**src/rtl/pstle_pkg.sv**
```systemverilog
// Package for the PostScript text line escaper.
// Holds character codes, the item descriptor and state types, and the
// closing sequence table. No dependencies.
package pstle_pkg;

	localparam int CNT_W     = 4;
	localparam int TAB_STOP  = 8;
	localparam int CLOSE_LEN = 5;

	localparam logic [7:0] C_NUL    = 8'h00;
	localparam logic [7:0] C_TAB    = 8'h09;
	localparam logic [7:0] C_NL     = 8'h0A;
	localparam logic [7:0] C_FF     = 8'h0C;
	localparam logic [7:0] C_SPACE  = 8'h20;
	localparam logic [7:0] C_LPAREN = 8'h28;
	localparam logic [7:0] C_RPAREN = 8'h29;
	localparam logic [7:0] C_L      = 8'h4C;
	localparam logic [7:0] C_S      = 8'h53;
	localparam logic [7:0] C_BSLASH = 8'h5C;
	localparam logic [7:0] C_DEL    = 8'h7F;
	localparam logic [7:0] C_BULLET = 8'hB7;

	typedef struct packed {
		logic [2:0] col;
		logic       skip;
		logic       trunc;
	} line_state_t;

	// what one item emits: optional '(' then n_chars bytes then optional close
	typedef struct packed {
		logic             open;
		logic [CNT_W-1:0] n_chars;
		logic             tab;
		logic             esc;
		logic [7:0]       ch;
		logic             close;
		logic [CNT_W-1:0] total;
	} item_desc_t;

	function automatic logic [7:0] close_byte(input logic [2:0] i);
		logic [7:0] b;
		case (i)
			3'd0:    b = C_RPAREN;
			3'd1:    b = C_SPACE;
			3'd2:    b = C_L;
			3'd3:    b = C_S;
			3'd4:    b = C_NL;
			default: b = C_NL;
		endcase
		return b;
	endfunction

endpackage

```
**src/rtl/pstle_if.sv**
```systemverilog
// Stream interfaces for the escaper: text characters in, PostScript bytes out.
// Valid/ready handshake; a request moves when both are high. No dependencies.
interface pstle_in_if;
	logic       valid;
	logic       ready;
	logic [7:0] line_char;
	logic       has_char;
	logic       first_of_line;
	logic       last_of_line;

	modport source (output valid, line_char, has_char, first_of_line, last_of_line,
		input ready);
	modport sink (input valid, line_char, has_char, first_of_line, last_of_line,
		output ready);
endinterface

interface pstle_out_if;
	logic       valid;
	logic       ready;
	logic [7:0] out_byte;
	logic       run_last;

	modport source (output valid, out_byte, run_last, input ready);
	modport sink (input valid, out_byte, run_last, output ready);
endinterface

```
**src/rtl/postscript_text_line_escaper.sv**
```systemverilog
// Top level of the PostScript text line escaper.
// Depends on pstle_pkg, pstle_if and pstle_classify.
//
// Usage:
//   text : one character of a line per request, with has_char and
//          first/last-of-line marks.
//   ps   : the PostScript show text, one byte per request; run_last marks the
//          final byte caused by one text request.
//   A text request is classified and held in stage 1, then its bytes are
//   serialised into the output register, one per cycle while ps is not
//   stalled. The first byte of a request passes through stage 1 and then the
//   output register before the ps handshake.
//   Stage 1 holds a request until its last byte has moved on; its byte count
//   is 0 to 14: '(' + up to 8 tab spaces + ") LS\n". Requests
//   giving at most one byte flow at one per cycle while ps is not stalled.
//   Stage 1 takes the next request in the cycle its last byte goes out.
//   A stalled ps side holds the output register; stage 1 then waits and text
//   ready drops once stage 1 holds unsent bytes.
//   Reset clears the line state (column, skip, truncation) and empties both
//   registers.
module postscript_text_line_escaper (
	input  logic          clk,
	input  logic          arst_n,
	pstle_in_if.sink      text,
	pstle_out_if.source   ps
);
	import pstle_pkg::*;

	line_state_t state_q;
	line_state_t state_nxt;
	item_desc_t  desc_in;

	logic             valid_s1;
	item_desc_t       desc_s1;
	logic [CNT_W-1:0] idx_s1;

	logic       out_valid_q;
	logic [7:0] out_byte_q;
	logic       run_last_q;

	logic             accept;
	logic             load_out;
	logic             s1_last;
	logic             s1_done;
	logic [CNT_W-1:0] pos;
	logic [CNT_W-1:0] close_pos;
	logic [7:0]       cur_byte;

	pstle_classify u_classify (
		.line_char     (text.line_char),
		.has_char      (text.has_char),
		.first_of_line (text.first_of_line),
		.last_of_line  (text.last_of_line),
		.cur           (state_q),
		.desc          (desc_in),
		.nxt           (state_nxt)
	);

	assign load_out   = valid_s1 && (desc_s1.total != '0) && (!out_valid_q || ps.ready);
	assign s1_last    = idx_s1 == (desc_s1.total - CNT_W'(1));
	assign s1_done    = valid_s1 && ((desc_s1.total == '0) || (load_out && s1_last));
	assign text.ready = !valid_s1 || s1_done;
	assign accept     = text.valid && text.ready;

	assign pos       = idx_s1 - {{(CNT_W-1){1'b0}}, desc_s1.open};
	assign close_pos = pos - desc_s1.n_chars;

	always_comb begin
		if (desc_s1.open && (idx_s1 == '0)) begin
			cur_byte = C_LPAREN;
		end else if (pos < desc_s1.n_chars) begin
			if (desc_s1.tab) begin
				cur_byte = C_SPACE;
			end else if (desc_s1.esc && (pos == '0)) begin
				cur_byte = C_BSLASH;
			end else begin
				cur_byte = desc_s1.ch;
			end
		end else begin
			cur_byte = close_byte(close_pos[2:0]);
		end
	end

	always_ff @(posedge clk or negedge arst_n) begin
		if (!arst_n) begin
			state_q     <= '0;
			valid_s1    <= 1'b0;
			idx_s1      <= '0;
			out_valid_q <= 1'b0;
		end else begin
			if (accept) begin
				state_q  <= state_nxt;
				valid_s1 <= 1'b1;
				idx_s1   <= '0;
			end else begin
				if (s1_done) begin
					valid_s1 <= 1'b0;
				end
				if (load_out) begin
					idx_s1 <= idx_s1 + CNT_W'(1);
				end
			end
			if (load_out) begin
				out_valid_q <= 1'b1;
			end else if (ps.ready) begin
				out_valid_q <= 1'b0;
			end
		end
	end

	always_ff @(posedge clk) begin
		if (accept) begin
			desc_s1 <= desc_in;
		end
		if (load_out) begin
			out_byte_q <= cur_byte;
			run_last_q <= s1_last;
		end
	end

	assign ps.valid    = out_valid_q;
	assign ps.out_byte = out_byte_q;
	assign ps.run_last = run_last_q;

endmodule

```
**src/rtl/pstle_classify.sv**
```systemverilog
// Classifies one text character against the line state: output byte counts,
// escape/tab flags and the next state. Depends on pstle_pkg.
module pstle_classify (
	input  logic [7:0]            line_char,
	input  logic                  has_char,
	input  logic                  first_of_line,
	input  logic                  last_of_line,
	input  pstle_pkg::line_state_t cur,
	output pstle_pkg::item_desc_t  desc,
	output pstle_pkg::line_state_t nxt
);
	import pstle_pkg::*;

	line_state_t st;
	logic [7:0]  mapped;
	logic [CNT_W-1:0] n_close;

	always_comb begin
		st = cur;
		if (first_of_line) begin
			st.col   = 3'd0;
			st.trunc = 1'b0;
			st.skip  = has_char && (line_char == C_FF);
		end

		mapped = ((line_char < C_SPACE) || (line_char > C_DEL)) ? C_BULLET : line_char;

		desc         = '0;
		desc.ch      = mapped;
		nxt          = st;
		if (!st.skip) begin
			desc.open  = first_of_line;
			desc.close = last_of_line;
			if (has_char && !st.trunc) begin
				if (line_char == C_NUL) begin
					nxt.trunc = 1'b1;
				end else if (line_char == C_TAB) begin
					desc.tab     = 1'b1;
					desc.n_chars = CNT_W'(TAB_STOP) - {1'b0, st.col};
					nxt.col      = 3'd0;
				end else begin
					desc.esc     = (mapped == C_LPAREN) || (mapped == C_RPAREN) ||
						(mapped == C_BSLASH);
					desc.n_chars = desc.esc ? CNT_W'(2) : CNT_W'(1);
					nxt.col      = st.col + 3'd1;
				end
			end
		end
		n_close    = desc.close ? CNT_W'(CLOSE_LEN) : '0;
		desc.total = {{(CNT_W-1){1'b0}}, desc.open} + desc.n_chars + n_close;
	end

endmodule

```
**src/flat_wrapper.sv**
```systemverilog
// flat-port wrapper written by rule: the top's interface ports become plain ports
module postscript_text_line_escaper_flat import pstle_pkg::*;
  (clk, arst_n, text_valid, text_line_char, text_has_char, text_first_of_line, text_last_of_line, text_ready, ps_valid, ps_out_byte, ps_run_last, ps_ready);
  pstle_in_if text_i ();
  pstle_out_if ps_i ();
  input  logic clk;
  input  logic arst_n;
  input wire logic [$bits(text_i.valid)-1:0] text_valid;
  input wire logic [$bits(text_i.line_char)-1:0] text_line_char;
  input wire logic [$bits(text_i.has_char)-1:0] text_has_char;
  input wire logic [$bits(text_i.first_of_line)-1:0] text_first_of_line;
  input wire logic [$bits(text_i.last_of_line)-1:0] text_last_of_line;
  output wire logic [$bits(text_i.ready)-1:0] text_ready;
  output wire logic [$bits(ps_i.valid)-1:0] ps_valid;
  output wire logic [$bits(ps_i.out_byte)-1:0] ps_out_byte;
  output wire logic [$bits(ps_i.run_last)-1:0] ps_run_last;
  input wire logic [$bits(ps_i.ready)-1:0] ps_ready;
  assign text_i.valid = text_valid;
  assign text_i.line_char = text_line_char;
  assign text_i.has_char = text_has_char;
  assign text_i.first_of_line = text_first_of_line;
  assign text_i.last_of_line = text_last_of_line;
  assign text_ready = text_i.ready;
  assign ps_valid = ps_i.valid;
  assign ps_out_byte = ps_i.out_byte;
  assign ps_run_last = ps_i.run_last;
  assign ps_i.ready = ps_ready;
  postscript_text_line_escaper u_core (.clk(clk), .arst_n(arst_n), .text(text_i), .ps(ps_i));
endmodule
```
**config.mk**
```make
export PLATFORM = sky130hd
export DESIGN_NAME = postscript_text_line_escaper_flat
export DESIGN_NICKNAME = d
export VERILOG_FILES = /design/src/rtl/pstle_pkg.sv /design/src/rtl/pstle_if.sv /design/src/rtl/postscript_text_line_escaper.sv /design/src/rtl/pstle_classify.sv /design/src/flat_wrapper.sv
export SDC_FILE = /design/constraint.sdc
export NUM_CORES = 1
export LEC_CHECK = 0
export BUFFER_PORTS_ARGS = -buffer_cell sky130_fd_sc_hd__buf_2
export CAP_MARGIN = 10
export CORE_ASPECT_RATIO = 1.2
export CORE_UTILIZATION = 35
export DETAILED_ROUTE_END_ITERATION = 8
export GPL_TIMING_DRIVEN = 0
export HOLD_SLACK_MARGIN = 0.08
export PLACE_DENSITY_LB_ADDON = 0.25
export RECOVER_POWER = 50
export SYNTH_ARGS = -nofsm -noshare
export SYNTH_HDL_FRONTEND = slang
export SYNTH_HIERARCHICAL = 1
export SYNTH_SLANG_ARGS = --single-unit
export TNS_END_PERCENT = 20
```
**constraint.sdc**
```tcl
create_clock -name clk -period 3.6 [get_ports clk]
set_input_delay 0.36 -clock clk [delete_from_list [all_inputs] [get_ports clk]]
set_output_delay 0.36 -clock clk [all_outputs]
set_load 0.01 [all_outputs]
```
==> metrics.md <==
| Metric | Value |
|---|---|
| Outcome | finished clean |
| Max-Cap Viols | 0 |
| Highest Clock Rate | 353.9 MHz |
| Worst hold path cell count | 2 |
| Most frequent cells in the layout | edfxtp_1 (28), inv_1 (22), nor2_1 (22), buf_2 (14), ha_1 (13) |
| Period utilization | 0.7849 |
| YS warnings | 6 |
| Delay-heaviest family, CP | simple AND/OR/NAND/NOR gates |
| Final setup fails | 0 |
| CP startpoint | text_line_char[6] |
| CTS root buf | clkbuf_8 |
| Setup TNS | 0 ns |
| Post-synth cell types | 45 |
| Placed insts | 312 |
| CORE AREA | 6128 sq um |
| R2R Path Start | u_core/state_q[1] |
| Worst setup SP type | primary input |
| Cell count after synthesis | 205 |
| Diode count | 0 |
| PostCTS Resize Cnt | 0 |
| IO buf count | 25 |
| Prevailing post-synth register cell | edfxtp_1 |
| Die Ht | 90.07 um |
| Starting density of the core | 0.3691 |
| Post-DRT Antenna Nets | 0 |
| Post-CTS setup buffers | 0 |
| CTS buffer count | 5 |
| Fin nets | 268 |
| CTS tree | done |
| Worst-Skew Late Latency | 0.29 ns |
| Worst slack at placement | 0.8370 ns |
| Static Leak | 1.076 nW |
| DR iter-0 viols | 65 |
| Commonest non-fill, non-tap cell in the layout | edfxtp_1 |
| Slew Limit Fails | 0 |
| # IOs | 26 |
| Seq/Total Area, Yosys | 0.4934 |
| Layout cells sized above 1 | 0.1381 |
| Measured slew at the worst slew-check pin | 0.7008 ns |
| Fillers | 623 |
| Number of vias per cell | 4.754 |
| Worst path required time | 3.65 ns |
| Worst-path fanout max | 5 |
| Die X | 75.39 um |
| GP Congestion | 0.8068 |
| Initial antenna violation count | 0 |
| Skew final | 0.006016 ns |
| DR vias | 1526 |
| Tot Pwr | 0.001792 W |
| RSZ-0062 raised after global routing | false |
| Hold-fix buffers, CTS | 1 |
| Peak supply drop | 0.2522 mV |
| HP Start | text_valid |
| Synth async-reset ratio | 0.2821 |
| H-tree depth | 2 |
| Power per cell area | 697.8 nW/um^2 |
| Synth area leaders | edfxtp_1 (37%), dfrtp_1 (12%), ha_1 (7.2%), inv_1 (3.7%), nor2_1 (3.7%) |
| Avg Cell Area, Syn | 11.03 sq um |
| First-pass GRT wire length | 6.582 mm |
| Reg-to-reg endpoint | u_core/desc_s1[3] |
| CP max-delay cell | nor4_1 |
| Yosys top cell area share | 0.3717 |
| Flop2flop setup slack | 0.82 ns |
| Min cycle time layout | 2.826 ns |
| Routed wire per std cell | 12.06 um |
| Post-route DRC | 0 |
| Clock slew at reported path FFs | 0.08 ns |
| DP Wirelength | 2.965 mm |
| Tot GR Track Use | 0.1278 |
| Vias in the first global route | 1490 |
| Die Footprint | 6790 sq um |
| Crit path buf inv count | 1 |
| Headroom to the max-slew limit | 0.5328 |
| Cell taking the most area after synthesis | edfxtp_1 |
| Post-synth net total | 235 |
| Cell mode on critical path | nor4_1 |
| First-pass iteration count of the detailed router | 4 |
| HP Class | primary input to register |
| GRT overflow | 0 |
| Clk sink count | 39 |
| WHS Endpoint | u_core/valid_s1 |
| Synthesized area | 2262 sq um |
| Clock buffer depth | 2 |
| CP Class | primary input to register |
| CP Cell Sequence | clkbuf_1 > nor4_1 > nor3b_1 > nand4_1 > o21ba_2 > and2_1 > ha_1 > nand2_1 > nor4_1 > a21oi_1 > o311a_1 |
| Syn-to-layout area delta | 13.50% |
| Slowest stage delay, CP | 0.56 ns |
| Final non-filler cell total | 321 |
| EDFF count, synth | 28 |
| #FFs+latches synth | 39 |
| Critical Path AT | 2.87 ns |
| Worst R2R Path Depth | 10 |
| Critical Path Sink Type | register |
| Final WS setup | 0.7744 ns |
| Core Rows | 31 |
| Final wirelength | 3.871 mm |
| Final hold vios | 0 |
| Largest net degree at the start of global routing | 29 |
==> state kept, by name (all words and copies together), names as in the netlist <==
signal,flops
u_core/state_q,5
u_core/idx_s1,4
u_core/ps.out_byte,8
u_core/desc_s1,19
u_core/ps.run_last,1
u_core/valid_s1,1
u_core/ps.valid,1
==> synthesized netlist by cell type, types with 3 or more instances <==
library cell / n
nor2_1: 22
xor2_1: 7
nor3_1: 5
nand2_1: 11
o22ai_1: 3
ha_1: 13
xnor2_1: 8
nand3_1: 9
nand4_1: 3
a21oi_1: 3
nand2b_1: 8
nor2b_1: 6
inv_1: 22
edfxtp_1: 28
o21ai_0: 7
mux2_2: 5
dfrtp_1: 11
==> worst reg2reg max path, cell delays in order, from the launching register on <==
cell and delay, ns:
dfrtp_1 0.40, o21bai_1 0.22, nand2_1 0.12, a21oi_1 0.56, nand3_1 0.25, fa_1 0.44
inv_1 0.08, nand2_1 0.07, nor4_1 0.17, a21oi_1 0.07, o311a_1 0.17
==> cells by family after synthesis <==
logic type	share of synthesized area
XOR/XNOR	0.05808
AND/OR/NAND/NOR	0.1975
adder cells (fa/ha/maj)	0.08960
multiplexers	0.02931
AO/OA/AOI/OAI	0.08850
flip-flops	0.4934
buffers and inverters	0.04369
==> metal layers <==
layer / vias up / wire length, um / global-route usage
li1: 796 / - / -
met1: 701 / 1670 / 0.1541
met2: 23 / 1991 / 0.2121
met3: 6 / 127 / 0.02915
met4: 0 / 83 / 0.05556
met5: - / 0 / 0
==> cell type report <==
| type | count | area [sq um] | share of cell area |
|---|---|---|---|
| multi-input cells | 142 | 1017 | 0.3962 |
| clock inverters | 3 | 43.79 | 0.01706 |
| well taps | 82 | 102.6 | 0.03996 |
| plain buffers | 2 | 16.27 | 0.006335 |
| repair buffers | 26 | 120.1 | 0.04678 |
| clock buffers | 5 | 68.82 | 0.02680 |
| inverters | 22 | 82.58 | 0.03216 |
| flip-flops and latches | 39 | 1116 | 0.4347 |
==> report_power, final <==
group | leakage (nW) | switching, W | internal (W)
combinational | 0.619 | 0.000407 | 0.000315
sequential | 0.398 | 0.0000647 | 0.000638
clock | 0.0581 | 0.000160 | 0.000206
==> worst max-delay path by stage <==
stage,endpoint,slack (ns),cells past startpoint
after CTS,u_core/ps.out_byte[1],0.82,10
after global placement,u_core/ps.out_byte[1],0.85,10
after detailed placement,u_core/desc_s1[3],0.84,11
after floorplan,u_core/ps.out_byte[1],1.11,10
final,u_core/desc_s1[3],0.77,11
after global routing,u_core/desc_s1[3],0.51,10
==> stage by stage <==
stage | cell area [sq um] | hold WS (ns) | util
CTS | 2613 | 0.2474 | 0.4263
global route | 2567 | 0.2590 | 0.4189
detailed placement | 2490 | 0.2657 | 0.4063
finish | 2567 | 0.2567 | 0.4189
floorplan | 2262 | 0.06441 | -
global placement | 2490 | 0.2626 | 0.4063
(Power assumes the default switching activity.)
